===== config.mk =====
export PLATFORM = sky130hd
export DESIGN_NAME = mutex_lock_with_fifo_waiters
export DESIGN_NICKNAME = d
export VERILOG_FILES = /design/src/rtl/core/mlfw_pkg.sv /design/src/rtl/core/mlfw_cell.sv /design/src/rtl/core/mlfw_queue.sv /design/src/rtl/core/mutex_lock_with_fifo_waiters.sv
export VERILOG_INCLUDE_DIRS = /design/src /design/src/rtl/core
export SDC_FILE = /design/constraint.sdc
export NUM_CORES = 1
export LEC_CHECK = 0
export ABC_AREA = 0
export BUFFER_PORTS_ARGS = -buffer_cell sky130_fd_sc_hd__buf_2
export CORE_MARGIN = 2
export CORE_UTILIZATION = 55
export CTS_BUF_LIST = sky130_fd_sc_hd__clkbuf_2
export CTS_CLUSTER_DIAMETER = 40
export DETAILED_ROUTE_END_ITERATION = 8
export PLACE_DENSITY_LB_ADDON = 0.2
export SKIP_CTS_REPAIR_TIMING = 1
export SYNTH_ARGS = -nofsm -noshare
export SYNTH_HDL_FRONTEND = slang
export SYNTH_HIERARCHICAL = 1
export SYNTH_SLANG_ARGS = --single-unit

===== constraint.sdc =====
create_clock -name clock -period 11.4 [get_ports clock]
set_input_delay 1.14 -clock clock [delete_from_list [all_inputs] [get_ports clock]]
set_output_delay 1.14 -clock clock [all_outputs]
set_load 0.03 [all_outputs]

===== src/rtl/core/mutex_lock_with_fifo_waiters_defines.svh =====
// ============================================================================
// mutex_lock_with_fifo_waiters_defines
// Assertion macros shared by the mutex bank RTL.
// ============================================================================
`ifndef MUTEX_LOCK_WITH_FIFO_WAITERS_DEFINES_SVH
`define MUTEX_LOCK_WITH_FIFO_WAITERS_DEFINES_SVH

// Same-cycle implication, sampled on clock, off while reset is high
`define MLFW_ASSERT_NOW(label, ante, cons, msg) \
   label: assert property (@(posedge clock) disable iff (reset) (ante) |-> (cons)) \
      else $error(msg);

// Next-cycle implication, sampled on clock, off while reset is high
`define MLFW_ASSERT_NEXT(label, ante, cons, msg) \
   label: assert property (@(posedge clock) disable iff (reset) (ante) |=> (cons)) \
      else $error(msg);

`endif


===== src/rtl/core/mlfw_pkg.sv =====
// ============================================================================
// mlfw_pkg
// Shared types and codes for the mutex bank with FIFO wait queues.
// ============================================================================
`timescale 1ns / 1ps

package mlfw_pkg;

   // Request operation carried on req_tuser
   localparam logic FUNC_WAIT   = 1'b0;
   localparam logic FUNC_SIGNAL = 1'b1;

   // Result status codes
   typedef enum logic [3:0] {
      ST_ACQUIRED        = 4'd0,
      ST_ALREADY_OWNER   = 4'd1,
      ST_ALREADY_BLOCKED = 4'd2,
      ST_BLOCKED         = 4'd3,
      ST_QUEUE_FULL      = 4'd4,
      ST_RELEASED        = 4'd5,
      ST_TRANSFERRED     = 4'd6,
      ST_NOT_OWNER       = 4'd7,
      ST_NOT_LOCKED      = 4'd8,
      ST_INVALID         = 4'd9
   } status_type;

   // New state of the calling process
   typedef enum logic [1:0] {
      CS_RUNNING   = 2'd0,
      CS_BLOCKED   = 2'd1,
      CS_READY     = 2'd2,
      CS_UNCHANGED = 2'd3
   } caller_state_type;

   // Per-queue control: rotate the ring one place, and load the caller id
   // into the tail cell while rotating
   typedef struct packed {
      logic shift;
      logic insert;
   } qctl_type;

endpackage


===== src/rtl/core/mlfw_cell.sv =====
// ============================================================================
// mlfw_cell
// One wait-queue slot: holds a process id and passes it to its neighbor.
// ============================================================================
`timescale 1ns / 1ps

module mlfw_cell #(
   parameter int WIDTH = 8
) (
   input  logic             clock,
   input  mlfw_pkg::qctl_type ctl,
   input  logic             load_sel,
   input  logic [WIDTH-1:0] load_data,
   input  logic [WIDTH-1:0] data_in,
   output logic [WIDTH-1:0] data_q
);

   logic [WIDTH-1:0] data_ff;
   logic [WIDTH-1:0] data_in_mux;

   // Take the neighbor's id, or the new id when this cell is the insert point
   assign data_in_mux = (ctl.insert && load_sel) ? load_data : data_in;

   always_ff @(posedge clock) begin
      if (ctl.shift) begin
         data_ff <= data_in_mux;
      end
   end

   assign data_q = data_ff;

endmodule


===== src/rtl/core/mlfw_queue.sv =====
// ============================================================================
// mlfw_queue
// Ring of wait-queue cells for one mutex; cell zero always holds the oldest
// waiter, and a full rotation brings the ring back into order.
// ============================================================================
`timescale 1ns / 1ps

module mlfw_queue #(
   parameter int DEPTH = 8,
   parameter int WIDTH = 8
) (
   input  logic               clock,
   input  mlfw_pkg::qctl_type ctl,
   input  logic [WIDTH-1:0]   ins_pid,
   output logic [WIDTH-1:0]   head_pid
);

   logic [WIDTH-1:0] cell_q [DEPTH];

   // Chain the cells; the tail takes from the head to close the ring
   for (genvar i = 0; i < DEPTH; i++) begin : g_cell
      localparam int NXT = (i == DEPTH - 1) ? 0 : i + 1;

      mlfw_cell #(
         .WIDTH (WIDTH)
      ) u_cell (
         .clock     (clock),
         .ctl       (ctl),
         .load_sel  (i == DEPTH - 1),
         .load_data (ins_pid),
         .data_in   (cell_q[NXT]),
         .data_q    (cell_q[i])
      );
   end

   assign head_pid = cell_q[0];

endmodule


===== src/rtl/core/mutex_lock_with_fifo_waiters.sv =====
// ============================================================================
// mutex_lock_with_fifo_waiters
// Bank of hardware mutexes, each with a FIFO of blocked process ids.
// ============================================================================
// Usage:
//   req channel: req_tuser carries the operation (0 wait, 1 signal),
//   req_tdata the lock id and process id. One rsp transfer follows every
//   req transfer, in order, with status, caller state and current owner.
//   Each request is registered, decided and loaded into the rsp register;
//   a wait on a mutex held by another process also runs a queue scan, in
//   which the ring rotates one cell per cycle past the compare at its head
//   to look for the caller and to find the insert point.
//   The block works on one request at a time and takes the next once it
//   has parked the result in the rsp register.
//   Reset unlocks every mutex and empties every queue; queue cells are not
//   cleared and are read only once written.
//   When the receiver stalls rsp, the block takes one more request and
//   holds its result until the rsp register frees, with req_tready low.
// ============================================================================
`timescale 1ns / 1ps
`include "mutex_lock_with_fifo_waiters_defines.svh"

module mutex_lock_with_fifo_waiters #(
   parameter int NUM_LOCKS   = 3,
   parameter int QUEUE_DEPTH = 8,
   parameter int PID_WIDTH   = 8
) (
   input  logic        clock,
   input  logic        reset,
   input  logic        req_tvalid,
   output logic        req_tready,
   input  logic [15:0] req_tdata,   // [1:0] lock_id, [9:2] pid, rest zero
   input  logic        req_tuser,   // [0] func
   output logic        rsp_tvalid,
   input  logic        rsp_tready,
   output logic [15:0] rsp_tdata    // [3:0] status, [5:4] caller_state,
                                    // [13:6] new_owner, [14] owner_valid
);

   localparam int LOCK_IW = (NUM_LOCKS > 1) ? $clog2(NUM_LOCKS) : 1;
   localparam int STEP_W  = $clog2(QUEUE_DEPTH);
   localparam int CNT_W   = $clog2(QUEUE_DEPTH + 1);

   typedef enum logic [1:0] {
      S_IDLE,
      S_DECIDE,
      S_SCAN,
      S_EMIT
   } state_type;

   state_type                     state_ff, state_in;
   logic                          func_ff, func_in;
   logic [1:0]                    lk_ff, lk_in;
   logic [PID_WIDTH-1:0]          pid_ff, pid_in;
   logic [STEP_W-1:0]             step_ff, step_in;
   logic                          hit_ff, hit_in;
   mlfw_pkg::status_type          status_ff, status_in;
   mlfw_pkg::caller_state_type    cs_ff, cs_in;
   logic                          held_ff [NUM_LOCKS];
   logic                          held_in [NUM_LOCKS];
   logic [PID_WIDTH-1:0]          owner_ff [NUM_LOCKS];
   logic [PID_WIDTH-1:0]          owner_in [NUM_LOCKS];
   logic [CNT_W-1:0]              count_ff [NUM_LOCKS];
   logic [CNT_W-1:0]              count_in [NUM_LOCKS];
   logic                          rsp_valid_ff, rsp_valid_in;
   logic [15:0]                   rsp_data_ff, rsp_data_in;

   mlfw_pkg::qctl_type            qctl [NUM_LOCKS];
   logic [PID_WIDTH-1:0]          head_pid [NUM_LOCKS];

   logic                          lk_valid;
   logic [LOCK_IW-1:0]            lk_idx;
   logic [15:0]                   pid_wide;
   logic [PID_WIDTH-1:0]          head_sel;
   logic                          cur_held;
   logic [PID_WIDTH-1:0]          cur_owner;
   logic [CNT_W-1:0]              cur_count;
   logic [CNT_W-1:0]              step_ext;
   logic                          match_now;
   logic                          hit_final;
   logic [15:0]                   owner_wide;
   logic                          out_valid;
   logic [7:0]                    out_owner;

   // Wait queues, one ring of cells per mutex
   for (genvar l = 0; l < NUM_LOCKS; l++) begin : g_queue
      mlfw_queue #(
         .DEPTH (QUEUE_DEPTH),
         .WIDTH (PID_WIDTH)
      ) u_queue (
         .clock    (clock),
         .ctl      (qctl[l]),
         .ins_pid  (pid_ff),
         .head_pid (head_pid[l])
      );
   end

   // Select the addressed mutex
   assign lk_valid   = (5'(lk_ff) < 5'(NUM_LOCKS));
   assign lk_idx     = LOCK_IW'(lk_ff);
   assign pid_wide   = 16'(req_tdata[9:2]);
   assign head_sel   = head_pid[lk_idx];
   assign cur_held   = held_ff[lk_idx];
   assign cur_owner  = owner_ff[lk_idx];
   assign cur_count  = count_ff[lk_idx];
   assign step_ext   = CNT_W'(step_ff);
   assign match_now  = (step_ext < cur_count) && (head_sel == pid_ff);
   assign hit_final  = hit_ff || match_now;

   // Report the owner as it stands after the request
   assign owner_wide = 16'(cur_owner);
   assign out_valid  = lk_valid && cur_held;
   assign out_owner  = out_valid ? owner_wide[7:0] : 8'd0;

   assign req_tready = (state_ff == S_IDLE);
   assign rsp_tvalid = rsp_valid_ff;
   assign rsp_tdata  = rsp_data_ff;

   // Next-state logic
   always_comb begin
      state_in     = state_ff;
      func_in      = func_ff;
      lk_in        = lk_ff;
      pid_in       = pid_ff;
      step_in      = step_ff;
      hit_in       = hit_ff;
      status_in    = status_ff;
      cs_in        = cs_ff;
      held_in      = held_ff;
      owner_in     = owner_ff;
      count_in     = count_ff;
      rsp_valid_in = rsp_valid_ff && !rsp_tready;
      rsp_data_in  = rsp_data_ff;
      for (int l = 0; l < NUM_LOCKS; l++) begin
         qctl[l] = '0;
      end

      case (state_ff)
         // Take a request
         S_IDLE: begin
            if (req_tvalid) begin
               func_in  = req_tuser;
               lk_in    = req_tdata[1:0];
               pid_in   = pid_wide[PID_WIDTH-1:0];
               state_in = S_DECIDE;
            end
         end

         // Settle every case that needs no queue search
         S_DECIDE: begin
            step_in  = '0;
            hit_in   = 1'b0;
            state_in = S_EMIT;
            cs_in    = mlfw_pkg::CS_UNCHANGED;
            if (!lk_valid) begin
               status_in = mlfw_pkg::ST_INVALID;
            end else if (func_ff == mlfw_pkg::FUNC_WAIT) begin
               if (!cur_held) begin
                  held_in[lk_idx]  = 1'b1;
                  owner_in[lk_idx] = pid_ff;
                  status_in        = mlfw_pkg::ST_ACQUIRED;
                  cs_in            = mlfw_pkg::CS_RUNNING;
               end else if (cur_owner == pid_ff) begin
                  status_in = mlfw_pkg::ST_ALREADY_OWNER;
               end else begin
                  state_in = S_SCAN;
               end
            end else begin
               if (!cur_held) begin
                  status_in = mlfw_pkg::ST_NOT_LOCKED;
               end else if (cur_owner != pid_ff) begin
                  status_in = mlfw_pkg::ST_NOT_OWNER;
               end else if (cur_count == '0) begin
                  held_in[lk_idx]  = 1'b0;
                  owner_in[lk_idx] = '0;
                  status_in        = mlfw_pkg::ST_RELEASED;
                  cs_in            = mlfw_pkg::CS_READY;
               end else begin
                  // Hand over to the oldest waiter and drop it from the ring
                  owner_in[lk_idx]    = head_sel;
                  qctl[lk_idx].shift  = 1'b1;
                  count_in[lk_idx]    = cur_count - CNT_W'(1);
                  status_in           = mlfw_pkg::ST_TRANSFERRED;
                  cs_in               = mlfw_pkg::CS_READY;
               end
            end
         end

         // Rotate the ring once around, compare at the head, insert at the tail
         S_SCAN: begin
            qctl[lk_idx].shift = 1'b1;
            if ((step_ext == cur_count) && !hit_ff) begin
               qctl[lk_idx].insert = 1'b1;
            end
            hit_in  = hit_final;
            step_in = step_ff + STEP_W'(1);
            if (step_ff == STEP_W'(QUEUE_DEPTH - 1)) begin
               state_in = S_EMIT;
               cs_in    = mlfw_pkg::CS_UNCHANGED;
               if (hit_final) begin
                  status_in = mlfw_pkg::ST_ALREADY_BLOCKED;
               end else if (cur_count == CNT_W'(QUEUE_DEPTH)) begin
                  status_in = mlfw_pkg::ST_QUEUE_FULL;
               end else begin
                  count_in[lk_idx] = cur_count + CNT_W'(1);
                  status_in        = mlfw_pkg::ST_BLOCKED;
                  cs_in            = mlfw_pkg::CS_BLOCKED;
               end
            end
         end

         // Load the result once the rsp register is free
         S_EMIT: begin
            if (!rsp_valid_ff || rsp_tready) begin
               rsp_valid_in = 1'b1;
               rsp_data_in  = {1'b0, out_valid, out_owner, cs_ff, status_ff};
               state_in     = S_IDLE;
            end
         end

         default: begin
            state_in = S_IDLE;
         end
      endcase
   end

   // State and registered outputs
   always_ff @(posedge clock) begin
      if (reset) begin
         state_ff     <= S_IDLE;
         rsp_valid_ff <= 1'b0;
         for (int l = 0; l < NUM_LOCKS; l++) begin
            held_ff[l]  <= 1'b0;
            owner_ff[l] <= '0;
            count_ff[l] <= '0;
         end
      end else begin
         state_ff     <= state_in;
         rsp_valid_ff <= rsp_valid_in;
         held_ff      <= held_in;
         owner_ff     <= owner_in;
         count_ff     <= count_in;
      end
      func_ff     <= func_in;
      lk_ff       <= lk_in;
      pid_ff      <= pid_in;
      step_ff     <= step_in;
      hit_ff      <= hit_in;
      status_ff   <= status_in;
      cs_ff       <= cs_in;
      rsp_data_ff <= rsp_data_in;
   end

   // Checks
   `MLFW_ASSERT_NEXT(a_scan_ends, (state_ff == S_SCAN) && (step_ff == STEP_W'(QUEUE_DEPTH - 1)),
      state_ff == S_EMIT, "queue scan did not end after one full rotation")
   `MLFW_ASSERT_NOW(a_count_bound, (state_ff == S_EMIT) && lk_valid,
      cur_count <= CNT_W'(QUEUE_DEPTH), "wait queue count above depth")
   `MLFW_ASSERT_NOW(a_free_empty, (state_ff == S_EMIT) && lk_valid && !cur_held,
      cur_count == '0, "free mutex has waiters")
   `MLFW_ASSERT_NEXT(a_one_at_a_time, req_tvalid && req_tready,
      !req_tready, "second request taken while one is in progress")

endmodule


# After elaboration in Yosys (flattened, before gate mapping)
# Cells that the tools add are included.
# totals
register_bits	270
latch_bits	0
mem_bits_rw	0
romBits	0
in_bits	21
elab_cells	190
memories	0
# op_classes
add_sub_neg	3
mul	0
n_div	0
magnitude_cmp	4
eq_ne	24
n_shift	0
n_mux	88
n_bitwise	6
n_reduce_logical	21
# op_table
operator	count
$mux W24	5
$mux W12	8
$mux W8	8
$bwmux W24	2
$mux W4	9
$mux W6	6
$bmux W8 S2	2
$and A24 B24 Y24	1
$bwmux W12	2
$mux W2	12
$ne A2 B2 Y1 const B	12
$not A24 Y24	1
$pmux W12 S2	1
$mux W3	7
$demux W8 S2	1
$eq A8 B8 Y1	2
$mux W1	12
$pmux W6 S2	1
$reduce_and A9 Y1	1
$bmux W4 S2	1
$demux W2 S2	2
$demux W4 S2	1
$ne A8 B8 Y1	1
$pmux W2 S4	1
35 further kinds	47

# Longest topological paths before layout
# logic_depth
depth_word	12
ltp_mapped	15
ltp_nobuf	12

# Cells and area by module
# Netlist, hierarchy kept.
# modules_own_cells
module	n_inst	cells_per_inst	area_per_inst_um2
mlfw_cell	24	17	336.6
mutex_lock_with_fifo_waiters	1	505	4783.3
mlfw_queue	3	2	7.5

# Worst setup path after synthesis
# No wires, ideal clock.
# synth_path
path_type	flip-flop to flip-flop
startpoint	reg lk_ff[1]
endpoint	reg g_queue[2].u_queue.g_cell[0].u_cell.data_ff[0] (enable)
setup_time_ns	0.486
arrival_time_ns	5.235
t_required_ns	10.914
slack_ns	5.679
stages_incl_launch_ff	15
n_path_buf	5
synth_period_minus_slack_ns	5.721
cell_sequence	edfxtp_1 > buf_6 > buf_12 > buf_6 > buf_4 > mux2i_1 > o21ai_0 > inv_1 > ha_1 > o221ai_4 > nor2_1 > clkbuf_1 > nor4_1 > o21ai_0 > nor2_1
# synth_lines
element	line	text
start, declared	mutex_lock_with_fifo_waiters.sv:53	logic [1:0] lk_ff, lk_in;
start signal, assigned	mutex_lock_with_fifo_waiters.sv:245	lk_ff <= lk_in;
end signal, assigned	mlfw_cell.sv:26	data_ff <= data_in_mux;
end, declared	mlfw_cell.sv:18	logic [WIDTH-1:0] data_ff;

==> results.toml <==
[run_status]
status = "finished, final reports clean"

[final_layout]
area_delta_synth_final_pct = 8.80
fin_nets = 1056
drive_gt1_share_pct = 37.8
final_core_util_pct = 60.3
fill_cells = 1957

[clock_network]
ctsRootBufferMaster = "clkbuf_2"
htree_levels = 3
cts_made_buffers = 68
clockBufferDepth = 3
clkSlewWorstSetupHoldPaths_ns = 0.11
clk-insertion-delay-late_ns = 0.84
cts.sinks = 270
cts_tree = "built"

[min_path]
min_to = "rsp_tdata[1]$_DFFE_PP_"
hold_depth = 0
hold_start = "status_ff[1]$_DFFE_PP_"
hold_path.class = "register to register"

[yosys]
synthMostInstantiatedCell = "edfxtp_1"
syn_inst = 919
synthTopCellsByArea = "edfxtp_1 (53%), mux2_2 (17%), dfxtp_1 (6.5%)"
async_flop_share_pct = 0
synthTopCellsByCount = "edfxtp_1 (228), mux2_2 (199), nor2_1 (49), dfxtp_1 (42), nand2_1 (37)"
synth_cell_types = 66
ys_ff_latch = 270
ys_seq_area_share_pct = 59.7
synth_ff_type = "edfxtp_1"
synth_top_area_share_pct = 53.1
syn_area_um2 = 12900
syn_avg_cell_area_um2 = 14.0
synth_edf_count = 228
yosys.area.top_type = "edfxtp_1"
yosysWarnings = 6

[timing]
worst_pin_slew_ns = 1.03
fin_crit_sh_pct = 38.7
skew_ns = 0.0575
setup_viol = 0
slew_violations = 0
hold_viol = 0
finalSetupTns_ns = 0
max_freq_ghz = 0.226
grt_setup_unrepaired = "false"
min_period_ns = 4.42
max-slew-margin-rel_pct = 31.0

[global_routing]
grt_pass1_vias = 7892
grt_max_degree = 65
grt_pass1_wl_um = 41900
antenna_found_initial = 1
grtUsageTotal_pct = 22.2
grt_overflow = 0

[worst_setup_path]
critPathRequiredTime_ns = 11.84
crit_path_start_kind = "register"
timing.rr.start = "lk_ff[0]$_DFFE_PP_"
ff2ff_path_depth = 10
critical_path_class = "register to register"
crit_path_max_fanout = 64
cp.arrival_ns = 4.86
timing.rr.end = "g_queue[2].u_queue/g_cell[7].u_cell/data_q[3]$_DFFE_PP_"
reg2reg_slack_ns = 6.98
cp-end-kind = "register"

[die]
die_w_um = 157
core_area_um2 = 23300
start_util_pct = 55.4
die_height_um = 157
rows = 56
dieArea_um2 = 24700
io_pins = 39

[drt]
drtIter0Drc = 685
drc = 0
viasPerCell = 5.72
drtAntennaViolNets = 0
wl_per_cell_um = 19.4
dr.pass1.iters = 7
num_vias = 7927
wl_um = 27000

[power]
p_switching_uw = 783
p_clk_share_pct = 25.9
ir_drop_mv = 0.115
p_int_mw = 1.55
p_leak_nw = 4.99
power_frac_seq_pct = 51.3
p_comb_share_pct = 22.8
p_per_area_nw_per_um2 = 167
netSwitchingFraction_pct = 33.5

[place]
io_buffers = 31
hpwl_um = 16300
place_congestion = 0.860

[job]
drv_cap = 0
## how the worst max path moves through the flow
stage / from / to / slack (ns) / depth (start not counted)
finish: lk_ff[0]$_DFFE_PP_ / g_queue[2].u_queue/g_cell[7].u_cell/data_q[3]$_DFFE_PP_ / 6.98 / 10
global route: lk_ff[0]$_DFFE_PP_ / g_queue[1].u_queue/g_cell[3].u_cell/data_q[4]$_DFFE_PP_ / 6.77 / 10
CTS: lk_ff[0]$_DFFE_PP_ / g_queue[1].u_queue/g_cell[3].u_cell/data_q[4]$_DFFE_PP_ / 7.05 / 10
detailed placement: lk_ff[0]$_DFFE_PP_ / g_queue[2].u_queue/g_cell[4].u_cell/data_q[4]$_DFFE_PP_ / 7.09 / 10
global placement: lk_ff[1]$_DFFE_PP_ / g_queue[2].u_queue/g_cell[5].u_cell/data_q[2]$_DFFE_PP_ / 7.11 / 10
floorplan: lk_ff[1]$_DFFE_PP_ / g_queue[2].u_queue/g_cell[0].u_cell/data_q[0]$_DFFE_PP_ / 5.68 / 14
## power by group through the flow
stage | Sequential, mW | Clock [mW] | Combinational (mW)
detailed placement | 1.22 | 0 | 0.528
floorplan | 1.24 | 0 | 0.359
global route | 1.21 | 0.677 | 0.581
finish | 1.20 | 0.605 | 0.533
CTS | 1.20 | 0.630 | 0.532
global placement | 1.22 | 0 | 0.518
## cell usage in the layout, fill, tap and decap left out, drive strengths merged, types with 13 or more instances in the layout
master	synthesis	final
edfxtp	228	228
mux2	199	199
clkbuf	14	94
nand2	61	61
buf	23	50
nor2	49	49
dfxtp	42	42
inv	31	33
mux2i	33	33
a21oi	26	26
conb	7	25
a31oi	24	24
clkinv	0	18
a211oi	17	17
nor2b	16	16
ha	15	15
o21ai	13	13
## routing by layer
metal	track usage (%)	part of all wire, %
met2	35.8	48
met1	29.3	44
met4	9.96	3.2
met5	0	0
met3	4.43	4.9
## cell families after synthesis
family	synth area share, %
DFF	59.7
adders and majority gates	1.46
other	0.204
and+or+nand+nor	7.30
xor gates and xnor gates	0.544
AOI/OAI and AO/OA	8.12
buffers and inverters	2.69
muxes	20.0
## state kept, by name, summed over array words and instances (netlist names), named ones only
signal / flops
rsp_tdata: 15
state_ff: 2
lk_ff: 2
pid_ff: 8
func_ff: 1
step_ff: 3
owner_ff: 24
g_queue.u_queue/g_cell.u_cell/data_q: 192
status_ff: 4
rsp_tvalid: 1
hit_ff: 1
count_ff: 9
cs_ff: 2
## final cells by class
class	instances	area [um2]	area share, %
Clock buffer	94	470	3.36
Tap cell	319	399	2.85
Inverter	31	116	0.830
Antenna cell	1	2.50	0.0179
Timing Repair Buffer	50	298	2.12
Multi-Input combinational cell	599	4940	35.2
Sequential cell	270	7690	54.8
Clock inverter	23	104	0.741
## per-stage QoR
step	setup WS, ns	power (mW)	instances	instance area [um2]	hold slack (ns)
after floorplan	5.68	1.60	937	13000	0.400
after global placement	7.11	1.74	1269	13400	0.400
after detailed placement	7.09	1.75	1269	13400	0.406
after CTS	7.05	2.36	1386	14000	0.421
after global routing	6.77	2.46	1387	14000	0.387
final	6.98	2.33	1387	14000	0.437
## critical path, stage by stage (launching register included)
cell	delay, ns
edfxtp_1	0.35
buf_4	0.48
nand2b_4	0.36
o32ai_1	0.37
o22ai_1	0.16
or4_1	0.75
nor4_1	0.40
o21ai_0	0.12
buf_4	0.21
nor2_4	0.10
buf_4	0.63
Note: power is estimated with default switching activity, not from simulation.
